`src/rtl/bitmap_page_allocator_core_macros.svh`:
```
// Assertion macros for the bitmap page allocator.
// Used by the top level; every macro expects clk and rst in scope.
`ifndef BITMAP_PAGE_ALLOCATOR_CORE_MACROS_SVH
`define BITMAP_PAGE_ALLOCATOR_CORE_MACROS_SVH

// Property that must hold at every edge outside reset.
`define BPA_ASSERT_ALWAYS(label, expr, msg) \
  label: assert property (@(posedge clk) disable iff (rst) (expr)) else $error(msg);

// Same-cycle implication.
`define BPA_ASSERT_IMPLY(label, ante, cons, msg) \
  label: assert property (@(posedge clk) disable iff (rst) (ante) |-> (cons)) else $error(msg);

`endif

```
`src/rtl/bpa_pkg.sv`:
```
// Shared constants, codes and types of the bitmap page allocator.
// No dependencies; every other file but the macro header imports this package.
package bpa_pkg;

  localparam int NUM_PAGES     = 65536;
  localparam int MAP_WORD_BITS = 32;
  localparam int MAP_WORDS     = NUM_PAGES / MAP_WORD_BITS;
  localparam int WORD_AW       = $clog2(MAP_WORDS);
  localparam int WCNT_W        = WORD_AW + 1;
  localparam int BIT_W         = $clog2(MAP_WORD_BITS);

  localparam int PAGE_W     = 17;
  localparam int KB_W       = 22;
  localparam int ADDR_W     = 32;
  localparam int PAGE_SHIFT = 12;
  localparam int PN_W       = ADDR_W - PAGE_SHIFT;
  localparam int KB_FIRST_MB = 1024;

  localparam int CFG_AW = 2;
  localparam int CFG_DW = KB_W;

  localparam logic [CFG_AW-1:0] CFG_UPPER_KB   = 2'd0;
  localparam logic [CFG_AW-1:0] CFG_FIRST_PAGE = 2'd1;

  localparam logic [KB_W-1:0]   UPPER_KB_RST   = 22'd261120;
  localparam logic [PAGE_W-1:0] FIRST_PAGE_RST = 17'd4096;

  typedef enum logic [1:0] {
    OP_INIT  = 2'd0,
    OP_ALLOC = 2'd1,
    OP_FREE  = 2'd2,
    OP_NOP   = 2'd3
  } op_t;

  typedef enum logic [1:0] {
    ST_OK      = 2'd0,
    ST_OOM     = 2'd1,
    ST_IGNORED = 2'd2
  } status_t;

  typedef enum logic [2:0] {
    S_SWEEP,
    S_IDLE,
    S_SCAN,
    S_FREE_CHK,
    S_DONE
  } state_t;

  typedef struct packed {
    logic             found;
    logic [BIT_W-1:0] idx;
  } hit_t;

endpackage

```
`src/rtl/bpa_word_eval.sv`:
```
// Per-word evaluation: which bits of a map word lie in the usable page range,
// and the lowest free one among them. Depends on bpa_pkg.
module bpa_word_eval (
  input  logic [bpa_pkg::WORD_AW-1:0]       word,
  input  logic [bpa_pkg::PAGE_W-1:0]        first_page,
  input  logic [bpa_pkg::PAGE_W-1:0]        limit,
  input  logic [bpa_pkg::MAP_WORD_BITS-1:0] data,
  output logic [bpa_pkg::MAP_WORD_BITS-1:0] range_mask,
  output bpa_pkg::hit_t                     hit
);
  import bpa_pkg::*;

  logic [MAP_WORD_BITS-1:0] avail;

  for (genvar g = 0; g < MAP_WORD_BITS; g++) begin : g_bit
    logic [PAGE_W-1:0] pg;
    assign pg = PAGE_W'({word, BIT_W'(g)});
    assign range_mask[g] = (pg >= first_page) && (pg < limit);
  end

  assign avail = ~data & range_mask;

  // lowest free bit wins
  always_comb begin
    hit.found = |avail;
    hit.idx   = '0;
    for (int b = MAP_WORD_BITS - 1; b >= 0; b--) begin
      if (avail[b]) begin
        hit.idx = BIT_W'(b);
      end
    end
  end

endmodule

```
`config.mk`:
```
export PLATFORM = sky130hd
export DESIGN_NAME = bpa_word_eval
export DESIGN_NICKNAME = d
export VERILOG_FILES = /design/src/rtl/bitmap_page_allocator_core_macros.svh /design/src/rtl/bpa_pkg.sv /design/src/rtl/bpa_word_eval.sv
export SDC_FILE = /design/constraint.sdc
export NUM_CORES = 1
export LEC_CHECK = 0
export BUFFER_PORTS_ARGS = -buffer_cell sky130_fd_sc_hd__clkbuf_2
export CAP_MARGIN = 20
export CORE_ASPECT_RATIO = 0.7
export CORE_UTILIZATION = 45
export DETAILED_ROUTE_END_ITERATION = 6
export PLACE_DENSITY = 0.78
export SYNTH_ARGS = -nofsm -noshare
export SYNTH_HDL_FRONTEND = slang
export SYNTH_SLANG_ARGS = --single-unit
```
`constraint.sdc`:
```
create_clock -name vclk -period 5.9
set_input_delay 0 -clock vclk [all_inputs]
set_output_delay 0 -clock vclk [all_outputs]
set_load 0.02 [all_outputs]
```
==> qor.yml <==
synth_top_area_cell: "ha_1"
cts-resized-gates: 0
max-vdd-ir-drop_mv: 0.0818
post_cts_buffers: 0
multi_input_area_um2: 2490
overflow: 0
tns_ns: 0
antennaDiodeCount: 0
synth_warnings: 0
seq_area_frac_synth_pct: 0
synth_mux_area_share_pct: 0
hold_ws_ns: 0.525
synth_top_area_share_pct: 10.8
rows: 23
remaining_drc_errors: 0
dr.pass1.iters: 6
n_sequential_cell: 0
cp_data_required_time_ns: 5.90
synth_simple_gate_area_share_pct: 34.3
synth_area_per_cell_um2: 7.01
min_period_over_period_pct: 55.4
synthAdderAreaFrac_pct: 10.8
finalWirelength_um: 10700
finalSetupViolations: 0
port_buffers: 115
vias_per_cell: 6.50
core_region_area_um2: 5840
netlist_area_um2: 2780
clock_buffers: 0
yosysMostFrequentCell: "inv_1"
tightest_slew_ns: 0.717
pin_count: 115
power_density_nw_per_um2: 106
hold_path_class: "input port to output pin"
rsz0062_at_grt: "no"
cp.arrival_ns: 3.27
crit_path_end_kind: "output pin"
antenna_left: 0
synth_top_family_by_area: "compound AO/OA/AOI/OAI gates"
max-cap-violations: 0
antenna_found_initial: 0
layout_setup_ws_ns: 2.63
start_kind: "input port"
period_needed_ns: 3.27
start_util_pct: 47.6
place.gp.congestion: 1.03
slew_headroom_pct: 51.5
finalHoldViolations: 0
final_max_slew_viol_count: 0
fmaxAchievable_mhz: 306
outcome: "complete, no violations"
post-place-ws_ns: 2.48
area_delta_synth_final_pct: 21.8
synth_compound_area_share_pct: 44.4
hold_buffers: 0
synth_cell_types: 78
die_h_um: 67.8
num-nets-final: 597
synth_xor_area_share_pct: 0
yosys-top-cells-count: "inv_1 (47), nor2_1 (33), nand2_1 (26), ha_1 (24)"
worstPathMaxFanout: 18
worstSetupPathType: "input port to output pin"
drt_iter0_drc: 507
fill_cells: 564
postSynthCellCount: 397
layout-drive-gt1-share_pct: 31.2
syn_nets: 498
track_usage_pct: 32.1
die_w_um: 96.0
grt_pass1_vias: 3174
dieArea_um2: 6500
final-seq-area_um2: 0
grt_pass1_wl_um: 16100
vias: 3697
grt_max_degree: 31
avgRoutedWirePerCell_um: 18.9
p_leak_nw: 1.69
hpwl_um: 8900
synthTopCellsByArea: "ha_1 (11%), inv_1 (6.3%), a211oi_1 (4.9%)"
==> report_power, final <==
| group | switching (mW) | internal, mW | leakage [nW] |
|---|---|---|---|
| clock | 0 | 0 | 0 |
| combinational | 0.227 | 0.134 | 1.69 |
| sequential | 0 | 0 | 0 |
==> final timing paths <==
path / endpoint / startpoint / cells after the start
hold / removal: hit[1] / data[2] / 5
setup / recovery: hit[2] / first_page[12] / 12
==> stage by stage <==
stage          instances  power (mW)  instance area, um^2  util (%)
2_1_floorplan        397       0.243                 2780         -
3_3_place_gp         567       0.342                 3350      57.3
3_5_place_dp         567       0.345                 3350      57.3
4_1_cts              567       0.347                 3350      57.3
5_1_grt              569       0.387                 3390      58.0
6_report             569       0.360                 3390      58.0
==> cell usage in the layout, fill, tap and decap left out, types with 4 or more instances in the layout <==
cell type    n
clkbuf_2   115
inv_1       47
nor2_1      33
nand2_1     26
ha_1        24
a21oi_1     19
o21ai_0     19
a211oi_1    17
nor3_1      13
nand3_1      9
and3_1       9
o211ai_1     9
nand4_1      8
o2111ai_1    8
nor4_1       7
o211a_1      6
o21a_1       5
a311oi_1     5
o21ai_1      4
a211o_1      4
and2_1       4
or3_1        4
a211oi_2     4
o31ai_1      4
a31oi_1      4
a21o_1       4
a2111oi_2    4
o21bai_1     4
a2111o_1     4
==> area by class of cell <==
type	count	share of cell area, %
Timing Repair Buffer	118	18.4
Tap cell	75	2.77
Inverter	47	5.21
Multi-Input combinational cell	329	73.6
==> logic make-up after synthesis <==
kind of cell / after synthesis
adder cells (fa/ha/maj): 24
AO/OA/AOI/OAI: 149
buffers and inverters: 68
AND/OR/NAND/NOR: 156
==> routing by layer <==
metal / track usage (%) / up-vias / wire length [um]
met1: 46.3 / 1663 / 4770
li1: - / 1748 / -
met4: 5.78 / 0 / 189
met2: 48.1 / 265 / 4350
met5: 0 / - / 0
met3: 7.77 / 21 / 1410
==> worst max-delay path, cell delays in order <==
cell and delay [ns]:
clkbuf_2 0.07, inv_1 0.03, ha_1 0.32, nand4_1 0.33, nor2_2 0.42, a211o_1 0.57
o2111ai_1 0.39, nand4bb_1 0.26, a311oi_1 0.12, or3b_1 0.38, a31oi_1 0.17, clkbuf_2 0.19
Note: power is estimated with default switching activity, not from simulation.
